$ cat src/rtl/marked_day_set_window_core_macros.svh
// assertion macros shared by the marked day set rtl
// expects clk and rst to be visible where a macro is used
`ifndef MARKED_DAY_SET_WINDOW_CORE_MACROS_SVH
`define MARKED_DAY_SET_WINDOW_CORE_MACROS_SVH

// same-cycle implication, off during reset
`define MDSW_ASSERT_IMP(lbl, ante, cons) \
  lbl: assert property (@(posedge clk) disable iff (rst) (ante) |-> (cons)) \
    else $error("same-cycle check failed");

// next-cycle implication, off during reset
`define MDSW_ASSERT_NXT(lbl, ante, cons) \
  lbl: assert property (@(posedge clk) disable iff (rst) (ante) |=> (cons)) \
    else $error("next-cycle check failed");

`endif

$ cat src/rtl/mdsw_pkg.sv
// types, constants and helper functions for the marked day set window
// used by mdsw_ctrl, mdsw_datapath and marked_day_set_window_core
`default_nettype none

package mdsw_pkg;

  localparam int DEF_WINDOW_DAYS = 1024;
  localparam int KEY_W           = 21;
  localparam int COUNT_OUT_W     = 11;
  localparam int WORD_BITS       = 32;
  localparam int BIT_IDX_W       = 5;
  localparam int MODE_W          = 2;
  localparam int YEAR_W          = 12;
  localparam int MONTH_W         = 4;
  localparam int DAY_W           = 5;

  typedef enum logic [MODE_W-1:0] {
    MODE_TEST   = 2'd0,
    MODE_MARK   = 2'd1,
    MODE_UNMARK = 2'd2,
    MODE_CLEAR  = 2'd3
  } mode_t;

  typedef enum logic [3:0] {
    ST_INIT,
    ST_IDLE,
    ST_CALC,
    ST_SLOT,
    ST_READ,
    ST_MOD,
    ST_SCAN,
    ST_SCAN_WAIT,
    ST_SCAN_END,
    ST_CLEAR,
    ST_RESULT
  } state_t;

  typedef struct packed {
    logic accept;
    logic calc;
    logic slot;
    logic modify;
    logic sweep_wr;
    logic scan_rd;
    logic scan_end;
    logic make_empty;
    logic load_out;
  } cmd_t;

  typedef struct packed {
    logic op_clear;
    logic op_scan;
    logic cnt_last;
    logic out_free;
  } status_t;

  function automatic logic [BIT_IDX_W-1:0] lowest_set(input logic [WORD_BITS-1:0] v);
    logic [BIT_IDX_W-1:0] idx;
    idx = '0;
    for (int i = WORD_BITS - 1; i >= 0; i--) begin
      if (v[i]) idx = BIT_IDX_W'(i);
    end
    return idx;
  endfunction

  function automatic logic [BIT_IDX_W-1:0] highest_set(input logic [WORD_BITS-1:0] v);
    logic [BIT_IDX_W-1:0] idx;
    idx = '0;
    for (int i = 0; i < WORD_BITS; i++) begin
      if (v[i]) idx = BIT_IDX_W'(i);
    end
    return idx;
  endfunction

  function automatic logic [KEY_W-1:0] key_of(input logic [YEAR_W-1:0] y,
                                             input logic [MONTH_W-1:0] m,
                                             input logic [DAY_W-1:0] d);
    return KEY_W'({y, 8'b0}) + KEY_W'({y, 7'b0}) + KEY_W'({m, 5'b0}) + KEY_W'(d);
  endfunction

endpackage

`default_nettype wire

$ cat src/rtl/mdsw_ctrl.sv
// sequencing state machine for the marked day set window
// depends on mdsw_pkg; drives commands into mdsw_datapath
`default_nettype none

module mdsw_ctrl (
  input  wire logic              clk,
  input  wire logic              rst,
  input  wire logic              in_valid,
  output logic                   in_ready,
  input  wire mdsw_pkg::status_t stat,
  output mdsw_pkg::cmd_t         cmd
);
  import mdsw_pkg::*;

  state_t state, state_next;

  always_ff @(posedge clk) begin
    if (rst) begin
      state <= ST_INIT;
    end else begin
      state <= state_next;
    end
  end

  always_comb begin
    state_next = state;
    cmd        = '0;
    in_ready   = 1'b0;
    unique case (state)
      ST_INIT: begin
        cmd.sweep_wr = 1'b1;
        if (stat.cnt_last) state_next = ST_IDLE;
      end
      ST_IDLE: begin
        in_ready = 1'b1;
        if (in_valid) begin
          cmd.accept = 1'b1;
          state_next = ST_CALC;
        end
      end
      ST_CALC: begin
        cmd.calc   = 1'b1;
        state_next = stat.op_clear ? ST_CLEAR : ST_SLOT;
      end
      ST_SLOT: begin
        cmd.slot   = 1'b1;
        state_next = ST_READ;
      end
      ST_READ: begin
        state_next = ST_MOD;
      end
      ST_MOD: begin
        cmd.modify = 1'b1;
        state_next = stat.op_scan ? ST_SCAN : ST_RESULT;
      end
      ST_SCAN: begin
        cmd.scan_rd = 1'b1;
        if (stat.cnt_last) state_next = ST_SCAN_WAIT;
      end
      ST_SCAN_WAIT: begin
        state_next = ST_SCAN_END;
      end
      ST_SCAN_END: begin
        cmd.scan_end = 1'b1;
        state_next   = ST_RESULT;
      end
      ST_CLEAR: begin
        cmd.sweep_wr = 1'b1;
        if (stat.cnt_last) begin
          cmd.make_empty = 1'b1;
          state_next     = ST_RESULT;
        end
      end
      ST_RESULT: begin
        if (stat.out_free) begin
          cmd.load_out = 1'b1;
          state_next   = ST_IDLE;
        end
      end
      default: begin
        state_next = ST_INIT;
      end
    endcase
  end

endmodule

`default_nettype wire

$ cat src/rtl/mdsw_datapath.sv
// datapath of the marked day set window: bitmap ring memory, extremes,
// count, word scan and output register; depends on mdsw_pkg and the macros header
`default_nettype none

`include "marked_day_set_window_core_macros.svh"

module mdsw_datapath #(
  parameter int WINDOW_DAYS = mdsw_pkg::DEF_WINDOW_DAYS
) (
  input  wire logic                             clk,
  input  wire logic                             rst,
  input  wire mdsw_pkg::cmd_t                   cmd,
  output mdsw_pkg::status_t                     stat,
  input  wire logic [mdsw_pkg::MODE_W-1:0]      mode,
  input  wire logic [mdsw_pkg::YEAR_W-1:0]      year,
  input  wire logic [mdsw_pkg::MONTH_W-1:0]     month,
  input  wire logic [mdsw_pkg::DAY_W-1:0]       day_of_month,
  output logic                                  out_valid,
  input  wire logic                             out_ready,
  output logic                                  is_marked,
  output logic                                  status,
  output logic                                  set_empty,
  output logic [mdsw_pkg::KEY_W-1:0]            first_key,
  output logic [mdsw_pkg::KEY_W-1:0]            last_key,
  output logic [mdsw_pkg::COUNT_OUT_W-1:0]      marked_count
);
  import mdsw_pkg::*;

  localparam int NW = (WINDOW_DAYS + WORD_BITS - 1) / WORD_BITS;
  localparam int WW = (NW > 1) ? $clog2(NW) : 1;
  localparam int SW = WW + BIT_IDX_W;
  localparam int CW = $clog2(WINDOW_DAYS + 1);
  localparam logic [SW:0]      W_S       = (SW + 1)'(WINDOW_DAYS);
  localparam logic [KEY_W-1:0] W_K       = KEY_W'(WINDOW_DAYS);
  localparam logic [WW-1:0]    LAST_WORD = WW'(NW - 1);

  function automatic logic [SW-1:0] wrap(input logic [SW:0] x);
    logic [SW:0] r;
    r = (x >= W_S) ? (x - W_S) : x;
    return r[SW-1:0];
  endfunction

  // bitmap ring
  logic [WORD_BITS-1:0] mem [NW];
  logic [WORD_BITS-1:0] rdata;
  logic                 mem_we;
  logic [WW-1:0]        mem_wa;
  logic [WW-1:0]        mem_ra;
  logic [WORD_BITS-1:0] mem_wd;

  // set state
  logic [SW-1:0]    base;
  logic [KEY_W-1:0] earliest;
  logic [KEY_W-1:0] latest;
  logic             empty;
  logic [CW-1:0]    total;

  // item registers
  mode_t            op;
  logic [KEY_W-1:0] key;
  logic             below;
  logic             after;
  logic             in_span;
  logic             too_long;
  logic             hit_first;
  logic             hit_last;
  logic [SW-1:0]    off_q;
  logic [SW-1:0]    dlo_q;
  logic [SW-1:0]    slot_q;
  logic [SW:0]      wb_q;
  logic             res_marked;
  logic             res_status;

  // scan
  logic [WW-1:0]    cnt;
  logic             scan_pv;
  logic [WW-1:0]    scan_word;
  logic             found;
  logic [SW-1:0]    min_off;
  logic [SW-1:0]    max_off;
  logic [SW-1:0]    min_slot;

  // item evaluation
  logic             key_lt, key_gt, span_ok, long_lo, long_hi, too_long_c;
  logic [KEY_W-1:0] d_lo, d_hi, r_lo;
  logic [SW-1:0]    slot_a, slot_b;

  always_comb begin
    key_lt     = key < earliest;
    key_gt     = key > latest;
    span_ok    = !empty && !key_lt && !key_gt;
    d_lo       = earliest - key;
    d_hi       = key - earliest;
    r_lo       = latest - key;
    long_lo    = r_lo >= W_K;
    long_hi    = d_hi >= W_K;
    too_long_c = (op == MODE_MARK) && !empty && ((key_lt && long_lo) || (key_gt && long_hi));
    slot_a     = wrap({1'b0, base} + {1'b0, off_q});
    slot_b     = wrap({1'b0, base} + (W_S - {1'b0, dlo_q}));
  end

  // read-modify-write of the addressed word
  logic [BIT_IDX_W-1:0] bsel;
  logic                 cur;
  logic [WORD_BITS-1:0] onehot;
  logic                 mark_do;
  logic                 unmark_do;

  always_comb begin
    bsel      = slot_q[BIT_IDX_W-1:0];
    cur       = rdata[bsel];
    onehot    = WORD_BITS'(1) << bsel;
    mark_do   = (op == MODE_MARK) && !too_long;
    unmark_do = (op == MODE_UNMARK) && in_span;
  end

  always_comb begin
    mem_ra = cmd.scan_rd ? cnt : slot_q[SW-1:BIT_IDX_W];
    mem_we = 1'b0;
    mem_wa = slot_q[SW-1:BIT_IDX_W];
    mem_wd = mark_do ? (rdata | onehot) : (rdata & ~onehot);
    if (cmd.sweep_wr) begin
      mem_we = 1'b1;
      mem_wa = cnt;
      mem_wd = '0;
    end else if (cmd.modify) begin
      mem_we = mark_do || unmark_do;
    end
  end

  always_ff @(posedge clk) begin
    if (mem_we) mem[mem_wa] <= mem_wd;
    rdata <= mem[mem_ra];
  end

  // per-word extremes of ring offsets
  logic [WW-1:0]        bw;
  logic [BIT_IDX_W-1:0] bb;
  logic [WORD_BITS-1:0] hi_mask, s_hi, s_lo;
  logic [BIT_IDX_W-1:0] idx_min, idx_max;
  logic                 min_lo, max_lo;
  logic [SW-1:0]        slot_min, slot_max, off_min, off_max;
  logic [SW:0]          wrap_min, wrap_max;
  logic                 any_set;

  always_comb begin
    bw = base[SW-1:BIT_IDX_W];
    bb = base[BIT_IDX_W-1:0];
    for (int b = 0; b < WORD_BITS; b++) begin
      hi_mask[b] = (scan_word > bw) || ((scan_word == bw) && (BIT_IDX_W'(b) >= bb));
    end
    s_hi    = rdata & hi_mask;
    s_lo    = rdata & ~hi_mask;
    any_set = |rdata;
    min_lo  = !(|s_hi);
    max_lo  = |s_lo;
    idx_min = min_lo ? lowest_set(s_lo) : lowest_set(s_hi);
    idx_max = max_lo ? highest_set(s_lo) : highest_set(s_hi);
    slot_min = {scan_word, idx_min};
    slot_max = {scan_word, idx_max};
    wrap_min = {1'b0, slot_min} + wb_q;
    wrap_max = {1'b0, slot_max} + wb_q;
    off_min  = min_lo ? wrap_min[SW-1:0] : (slot_min - base);
    off_max  = max_lo ? wrap_max[SW-1:0] : (slot_max - base);
  end

  // control state
  always_ff @(posedge clk) begin
    if (rst) begin
      base      <= '0;
      earliest  <= '0;
      latest    <= '0;
      empty     <= 1'b1;
      total     <= '0;
      cnt       <= '0;
      scan_pv   <= 1'b0;
      out_valid <= 1'b0;
    end else begin
      scan_pv <= cmd.scan_rd;
      if (cmd.sweep_wr || cmd.scan_rd) begin
        cnt <= (cnt == LAST_WORD) ? '0 : cnt + WW'(1);
      end
      if (cmd.make_empty || (cmd.scan_end && !found)) begin
        base     <= '0;
        earliest <= '0;
        latest   <= '0;
        empty    <= 1'b1;
        total    <= '0;
      end else if (cmd.scan_end) begin
        if (hit_first) begin
          base     <= min_slot;
          earliest <= earliest + KEY_W'(min_off);
        end else begin
          latest <= earliest + KEY_W'(max_off);
        end
      end else if (cmd.modify) begin
        if (mark_do) begin
          if (!cur) total <= total + CW'(1);
          if (empty || below) base <= slot_q;
          if (empty) begin
            earliest <= key;
            latest   <= key;
            empty    <= 1'b0;
          end else if (below) begin
            earliest <= key;
          end else if (after) begin
            latest <= key;
          end
        end else if (unmark_do && cur) begin
          total <= total - CW'(1);
        end
      end
      if (cmd.load_out) begin
        out_valid <= 1'b1;
      end else if (out_ready) begin
        out_valid <= 1'b0;
      end
    end
  end

  // item and result payload
  always_ff @(posedge clk) begin
    if (cmd.accept) begin
      op  <= mode_t'(mode);
      key <= key_of(year, month, day_of_month);
    end
    if (cmd.calc) begin
      below      <= key_lt;
      after      <= key_gt;
      in_span    <= span_ok;
      too_long   <= too_long_c;
      hit_first  <= (op == MODE_UNMARK) && span_ok && (key == earliest);
      hit_last   <= (op == MODE_UNMARK) && span_ok && (key == latest);
      off_q      <= d_hi[SW-1:0];
      dlo_q      <= d_lo[SW-1:0];
      res_marked <= 1'b0;
      res_status <= 1'b0;
    end
    if (cmd.slot) begin
      slot_q <= empty ? '0 : (below ? slot_b : slot_a);
    end
    if (cmd.scan_rd) begin
      scan_word <= cnt;
    end
    if (cmd.modify) begin
      res_marked <= (op == MODE_TEST) ? (in_span && cur) : mark_do;
      res_status <= too_long;
      found      <= 1'b0;
      wb_q       <= W_S - {1'b0, base};
    end else if (scan_pv && any_set) begin
      found <= 1'b1;
      if (!found || (off_min < min_off)) begin
        min_off  <= off_min;
        min_slot <= slot_min;
      end
      if (!found || (off_max > max_off)) begin
        max_off <= off_max;
      end
    end
    if (cmd.load_out) begin
      is_marked    <= res_marked;
      status       <= res_status;
      set_empty    <= empty;
      first_key    <= empty ? '0 : earliest;
      last_key     <= empty ? '0 : latest;
      marked_count <= COUNT_OUT_W'(total);
    end
  end

  always_comb begin
    stat.op_clear = (op == MODE_CLEAR);
    stat.op_scan  = hit_first || hit_last;
    stat.cnt_last = (cnt == LAST_WORD);
    stat.out_free = !out_valid || out_ready;
  end

  `MDSW_ASSERT_IMP(a_empty_clean, empty, (total == '0) && (earliest == '0) && (latest == '0))
  `MDSW_ASSERT_IMP(a_key_order, !empty, earliest <= latest)
  `MDSW_ASSERT_IMP(a_span_fits, !empty, (latest - earliest) < W_K)
  `MDSW_ASSERT_NXT(a_result_shown, cmd.load_out, out_valid)

endmodule

`default_nettype wire

$ cat src/rtl/marked_day_set_window_core.sv
// Marked day set window. Test, mark and unmark of an inner day pass through the
// calc, slot, read, modify and result states; a new item is taken only in idle,
// once the last result is loaded. Unmarking the first or last mark adds a scan of
// the bitmap ring, one 32-bit word per cycle through the memory's single read port,
// over NW = ceil(WINDOW_DAYS / 32) words. Clear all sweeps the ring one word per cycle.
// After reset a clearing pass over every word runs with in_ready low. A new item is
// taken while the previous result still waits in the output register; a second
// finished result waits for that one to be taken.
// depends on mdsw_pkg, mdsw_ctrl and mdsw_datapath
`default_nettype none

module marked_day_set_window_core #(
  parameter int WINDOW_DAYS = mdsw_pkg::DEF_WINDOW_DAYS
) (
  input  wire logic                             clk,
  input  wire logic                             rst,
  input  wire logic                             in_valid,
  output logic                                  in_ready,
  input  wire logic [mdsw_pkg::MODE_W-1:0]      mode,
  input  wire logic [mdsw_pkg::YEAR_W-1:0]      year,
  input  wire logic [mdsw_pkg::MONTH_W-1:0]     month,
  input  wire logic [mdsw_pkg::DAY_W-1:0]       day_of_month,
  output logic                                  out_valid,
  input  wire logic                             out_ready,
  output logic                                  is_marked,
  output logic                                  status,
  output logic                                  set_empty,
  output logic [mdsw_pkg::KEY_W-1:0]            first_key,
  output logic [mdsw_pkg::KEY_W-1:0]            last_key,
  output logic [mdsw_pkg::COUNT_OUT_W-1:0]      marked_count
);
  import mdsw_pkg::*;

  cmd_t    cmd;
  status_t stat;

  mdsw_ctrl u_ctrl (
    .clk      (clk),
    .rst      (rst),
    .in_valid (in_valid),
    .in_ready (in_ready),
    .stat     (stat),
    .cmd      (cmd)
  );

  mdsw_datapath #(
    .WINDOW_DAYS (WINDOW_DAYS)
  ) u_datapath (
    .clk          (clk),
    .rst          (rst),
    .cmd          (cmd),
    .stat         (stat),
    .mode         (mode),
    .year         (year),
    .month        (month),
    .day_of_month (day_of_month),
    .out_valid    (out_valid),
    .out_ready    (out_ready),
    .is_marked    (is_marked),
    .status       (status),
    .set_empty    (set_empty),
    .first_key    (first_key),
    .last_key     (last_key),
    .marked_count (marked_count)
  );

endmodule

`default_nettype wire

$ cat config.mk
export PLATFORM = sky130hd
export DESIGN_NAME = marked_day_set_window_core
export DESIGN_NICKNAME = d
export VERILOG_FILES = /design/src/rtl/mdsw_pkg.sv /design/src/rtl/mdsw_ctrl.sv /design/src/rtl/mdsw_datapath.sv /design/src/rtl/marked_day_set_window_core.sv
export VERILOG_INCLUDE_DIRS = /design/src /design/src/rtl
export SDC_FILE = /design/constraint.sdc
export NUM_CORES = 2
export LEC_CHECK = 0
export ABC_AREA = 0
export BUFFER_PORTS_ARGS = -buffer_cell sky130_fd_sc_hd__clkbuf_2
export CAP_MARGIN = 20
export CORE_MARGIN = 5
export CORE_UTILIZATION = 40
export DETAILED_ROUTE_END_ITERATION = 10
export HOLD_SLACK_MARGIN = 0.06
export PLACE_DENSITY = 0.54
export SYNTH_ARGS = -nofsm -noshare
export SYNTH_HDL_FRONTEND = slang
export SYNTH_SLANG_ARGS = --single-unit
$ cat constraint.sdc
create_clock -name clk -period 7 [get_ports clk]
set_input_delay 0 -clock clk [delete_from_list [all_inputs] [get_ports clk]]
set_output_delay 0 -clock clk [all_outputs]
set_load 0.01 [all_outputs]
## Word level (Yosys, flattened, before mapping)

Memories as Yosys holds them, arrays and structs flattened. A register that Yosys moved wholly into a read port is not among the register bits.
Cells that the tools add are included.

- Shift-type cells: 1
- $lt $le $gt $ge: 42
- Bitwise logic cells: 8
- Reduce and logical (&&, ||, !) cells: 117
- Multiplexer cells: 192
- Add/sub/neg operators: 21
- Equality and inequality tests: 26

Operator list:

| cell | count |
|---|---|
| 5-bit 2-to-1 mux | 101 |
| 21-bit 2-to-1 mux | 13 |
| 10-bit 2-to-1 mux | 10 |
| 32-bit AND | 3 |
| 32-bit OR reduction | 3 |
| 4-bit 2-to-1 mux | 23 |
| 5-bit >= comparator, first input constant | 16 |
| 32-bit 2-to-1 mux | 2 |
| 32-bit NOT | 2 |
| 1-bit logical AND | 47 |
| 4-bit case mux with 11 select lines | 1 |
| 21-bit by 10-bit adder with 21-bit output | 2 |
| 21-bit == test | 2 |
| 21-bit by 11-bit >= comparator with 1-bit output, second input constant | 2 |
| 21-bit subtractor | 2 |
| 1-bit logical OR | 41 |
| 4-bit by 5-bit >= comparator with 1-bit output, first input constant | 8 |
| 11-bit 2-to-1 mux | 3 |
| 32-bit OR | 1 |
| 1-bit by 5-bit left shift with 32-bit output, first input constant | 1 |
| 10-bit subtractor | 3 |
| 1-bit 2-to-1 mux | 26 |
| 3-bit 2-to-1 mux | 8 |
| 11-bit >= comparator, second input constant | 2 |
| 43 further kinds | 85 |

- Input bits: 27
- Flip-flop bits (word level): 238
- Memory bits (writable): 1024
- Memories: 1

Memory list:

| name | depth | bits a word | read ports | clocked after memory_dff | wr ports | line | RTL |
|---|---|---|---|---|---|---|---|
| u_datapath.mem | 32 | 32 | 1 | 1 | 1 | mdsw_datapath.sv:44 | `logic [WORD_BITS-1:0] mem [NW];` |

## Longest topological paths before layout

- Word-level depth: 43
- Gate-level depth with buffers: 34

## Hierarchy

Synthesis repeated with hierarchy kept, for this count alone.

- Cell total of the unflattened synthesis: 4236
- Area total of the unflattened synthesis: 59544.6 µm²

Modules (own cells, without submodules):

| module | times used | area an instance (µm²) | cells an instance | sequential area each (µm²) |
|---|---|---|---|---|
| mdsw_datapath | 1 | 59116.7 | 4186 | 37666.1 |
| mdsw_ctrl | 1 | 427.9 | 50 | 80.1 |

## Worst setup path before layout

No wires, ideal clock.

- Path kind: register -> register
- Start point: register u_datapath.base[1]
- End point: register u_datapath.min_off[0], enable pin
- Cell stages (with the launch flop): 27
- Data arrival time: 6.147 ns
- Setup slack: 0.443 ns
- Setup time: 0.409 ns
- Cell sequence: dfxtp_1 buf_2 buf_4 inv_1 ha_1 and2_1 ha_1 o31ai_2 a31oi_2 nor3_4 nand4_4 nor2b_4 nand2_1 o32ai_1 ha_1 nor2b_1 o21ai_0 nand2b_1 a21o_1 a21o_1 a21o_1 a21oi_1 o21ai_0 xnor2_1 xnor2_1 ha_1 a31oi_1

- Longest elaborated chain between the ends: 43
- Elaborated cells between the ends (all ways): 171

Ends and longest elaborated chain:

| element | line | RTL |
|---|---|---|
| start, declared | mdsw_datapath.sv:52 | `logic [SW-1:0] base;` |
| start signal, assigned | mdsw_datapath.sv:191 | `base <= min_slot;` |
| start signal, assigned | mdsw_datapath.sv:199 | `if (empty \|\| below) base <= slot_q;` |
| 5-bit >= comparator | mdsw_datapath.sv:150 | `hi_mask[b] = (scan_word > bw) \|\| ((scan_word == bw) && (BIT_IDX_W'(b) >= bb));` |
| 1-bit logical AND | mdsw_datapath.sv:150 |  |
| 1-bit logical OR | mdsw_datapath.sv:150 |  |
| 32-bit NOT | mdsw_datapath.sv:153 | `s_lo = rdata & ~hi_mask;` |
| 32-bit AND | mdsw_datapath.sv:153 |  |
| 5-bit 2-to-1 mux (32 in a row) | mdsw_pkg.sv:61 | `if (v[i]) idx = BIT_IDX_W'(i);` |
| 5-bit 2-to-1 mux (*) | mdsw_datapath.sv:157 | `idx_min = min_lo ? lowest_set(s_lo) : lowest_set(s_hi);` |
| via u_datapath.idx_min[1] | mdsw_datapath.sv:140 | `logic [BIT_IDX_W-1:0] idx_min, idx_max;` |
| 10-bit adder / 10-bit subtractor (equally long branches) | mdsw_datapath.sv:161, mdsw_datapath.sv:163 |  |
| 10-bit 2-to-1 mux (*) | mdsw_datapath.sv:163 | `off_min = min_lo ? wrap_min[SW-1:0] : (slot_min - base);` |
| via u_datapath.off_min[9] | mdsw_datapath.sv:142 | `logic [SW-1:0] slot_min, slot_max, off_min, off_max;` |
| 10-bit less-than comparator (*) | mdsw_datapath.sv:252 | `if (!found \|\| (off_min < min_off)) begin` |
| 1-bit logical OR (*) | mdsw_datapath.sv:252 |  |
| 3-bit AND reduction (no line) (*) | n/a |  |
| end signal, assigned | mdsw_datapath.sv:253 | `min_off <= off_min;` |
| end, declared | mdsw_datapath.sv:79 | `logic [SW-1:0] min_off;` |

The timed path passes the listed nets; every way through them passes the cells marked *.
A chain may end at the register's enable or synchronous reset.

## Final worst setup path

- Start point: register u_datapath.base[9]
- End point: register u_datapath.max_off[8], enable pin

- Longest elaborated chain between the ends: 42
- Elaborated cells between the ends (all ways): 139

Ends and longest elaborated chain:

| element | line | RTL |
|---|---|---|
| branches (longest 38 deep; another with 5-bit > comparator) | n/a |  |
| 10-bit 2-to-1 mux (*) | mdsw_datapath.sv:164 | `off_max = max_lo ? wrap_max[SW-1:0] : (slot_max - base);` |
| via u_datapath.off_max[8] | mdsw_datapath.sv:142 |  |
| 10-bit > comparator (*) | mdsw_datapath.sv:256 | `if (!found \|\| (off_max > max_off)) begin` |
| 1-bit logical OR (*) | mdsw_datapath.sv:256 |  |
| 3-bit AND reduction (no line) (*) | n/a |  |
| end signal, assigned | mdsw_datapath.sv:257 | `max_off <= off_max;` |
| end, declared | mdsw_datapath.sv:80 | `logic [SW-1:0] max_off;` |

Mark *: on every way through the listed nets, which the timed path passes.

==> flow_summary.toml <==
[critical_path]
critPathMostFrequentCell = "a21oi_1"
cp_top_family = "simple AND/OR/NAND/NOR gates"
required_ns = 7.49
critPathLaunch = "u_datapath.base[9]"
rr_worst_depth = 32
r2r_slack_ns = 0.36
start_kind = "flop"
cpPeakStageDelay_ns = 0.49
crit_buf_inv = 5
cp.depth = 32
path_class = "reg2reg"
arrival_ns = 7.13
cp_max_fo = 6
slowest_stage = "or3_4"
r2r_start = "u_datapath.base[9]"
endpoint_kind = "flop"

[place]
port_buffers = 84
gp_congestion = 0.9479
dp.cells = 7040
dp_worst_setup_slack_ns = 0.07338
placed_cell_area_sq_um = 64400
dp_hpwl_um = 113700

[die]
fp-row-count = 142
fp.dieW_um = 399.4
boundaryPins = 85
die_h_um = 399.4
initial_utilization_pct = 40.34
fp.coreArea_sq_um = 150300
die-area_sq_um = 159500

[detailed_routing]
wl_per_cell_um = 24.82
via_per_inst = 5.699
ant_nets = 0
drc = 0
drt_first_pass_iters = 6
wl_um = 183200
vias = 42050
first_iter_violations = 3484

[pwr]
vdd_ir_drop_max_uv = 243.4
power_density_nw_per_um2 = 336.0
leakage_nw = 23.93

[synthesis]
synth_area_leaders = "edfxtp_1 59%, a211oi_1 4.7%, nand2_1 4.4%"
avgSynthCellArea_sq_um = 11.94
synthArstFlopShare_pct = 0
syn-cell-area_sq_um = 60640
yosysWarnings = 0
synth_top_flop_cell = "edfxtp_1"
ys_seq_area_share_pct = 62.25
synth-edff-count = 1185
synth.distinct_cells = 105
synth_seq_cells = 1293
yosys.area.top_type = "edfxtp_1"
yosys.area.top_type_share_pct = 58.68
syn_nets = 5287
synth_cells = 5078

[hold_path]
worstHoldStart = "year[0]"
min_path_cells = 3
hp-class = "in2reg"

[global_routing]
antenna_found_initial = 0
grt_pass1_vias = 40490
grt_pass1_wl_um = 269500
grt_overflow_total = 0
grt_usage_pct = 22.53
grt_max_degree = 153

[final_layout]
num-fill-cells = 13670
nets = 5454
final_area_sq_um = 69960
syn2layout_area_growth_pct = 15.37
layout-drive-gt1-share_pct = 11.90
diodes = 0
stdcell_count = 7379

[timing]
setup_viol = 0
clock.fmax_ghz = 0.1505
worst_slew_pin_slew_ns = 1.108
min_period_ns = 6.645
relSlewSlack_pct = 25.93
rsz0062_at_grt = "no"
maxSlewViolCount = 0
tns_ns = 0
finClkSkew_ns = 0.02421
final_hold_viol_count = 0
holdWs_ns = 0.1220
fin_crit_sh_pct = 94.93
setup_ws_ns = 0.3552

[run]
drv_cap = 0

[clocking]
htree_levels = 4
cts_buffers = 146
tritoncts = "built"
cts.clk_slew.worst_paths_ns = 0.06
cts.sinks = 1293
clockBufferDepth = 3
cts-root-buf = "clkbuf_16"
insertion_delay_ns = 0.78

[outcome]
status = "complete, no violations"
## where the power goes
part | internal [mW] | switching, mW
clock | 4.39 | 3.17
combinational | 1.75 | 3.93
sequential | 9.88 | 0.391
## kinds of logic (layout without fill, tap and decap cells)
logic type / after synthesis / after routing / share of synthesized area, %
AO/OA/AOI/OAI: 1400 / 1400 / 15.68
XOR/XNOR: 105 / 105 / 1.517
adder cells (fa/ha/maj): 182 / 182 / 3.904
buffers and inverters: 454 / 739 / 3.027
flip-flops: 1293 / 1293 / 62.25
multiplexers: 49 / 49 / 1.042
AND/OR/NAND/NOR: 1595 / 1595 / 12.59
## layout make-up
class,instances,area [sq um],area share (%)
clock inverter,71,760.7,1.087
tap,2016,2522,3.606
timing repair buffer,328,2784,3.979
sequential,1293,37750,53.96
inverter,145,544.3,0.7780
multi-input combinational,3331,21630,30.92
clock buffer,195,3970,5.675
## timing repair
item | CTS | global route
gates resized for setup | 0 | 17
buffers inserted | 0 | 5
endpoints found under the setup margin | 0 | 30
hold buffers | 59 | 0
endpoints found under the hold margin | 77 | 0
## cells in the mapped netlist, drive strengths merged (38+ instances only)
cell type,instances
edfxtp,1185
nand2,711
a211oi,382
a21oi,281
and2,277
nor2,259
clkbuf,228
o21ai,172
ha,170
a31oi,169
inv,141
a311oi,140
dfxtp,108
buf,81
xnor2,77
nor2b,63
a21o,62
nand3,60
nor3,58
nand2b,38
## metal layers
metal,up-vias,global-route usage (%),share of wire [%]
met4,0,6.107,2.4
li1,19530,-,-
met2,1144,38.11,49
met1,21130,30.65,44
met5,-,0,0
met3,247,2.996,4.7
## worst reg2reg max path, delay by kind of cell, from the launching register on
kind / cells / cell delay [ns]
AND/OR/NAND/NOR: 11 / 2.26
adder cells (fa/ha/maj): 4 / 1.37
buffers and inverters: 5 / 0.58
flip-flops: 1 / 0.36
AO/OA/AOI/OAI: 11 / 1.63
XOR/XNOR: 1 / 0.15
## flip-flops by register name (all words and copies together), names as in the netlist, 11 cells and up
signal                   count
u_datapath.rdata            32
u_datapath.total            11
u_datapath.first_key        21
u_datapath.marked_count     11
u_datapath.earliest         21
u_datapath.mem            1024
u_datapath.key              21
u_datapath.last_key         21
u_datapath.latest           21
## metrics by stage
stage	utilization (%)	total power [mW]
global route	46.54	24.50
detailed placement	42.84	15.94
finish	46.54	23.51
CTS	46.38	23.58
floorplan	-	13.58
global placement	42.72	15.85
## cells in the final DEF, fill, tap and decap left out, drive strengths merged, types with 38 or more instances in the layout
cell type	instances
nor2	259
a311oi	140
nand3	60
nand2b	38
dfxtp	108
nand2	711
a21o	62
a31oi	169
nor3	58
clkbuf	279
inv	146
and2	277
a21oi	281
nor2b	63
clkinv	58
xnor2	77
a211oi	382
o21ai	172
edfxtp	1185
dlygate4sd3	59
buf	185
ha	170
## final timing paths
kind / to
worst max register to register: u_datapath.max_off[8]
worst max-delay path: u_datapath.max_off[8]
worst min-delay path: u_datapath.key[7]
worst min register to register: u_datapath.marked_count[10]
Power figures use the tool's default switching activity.
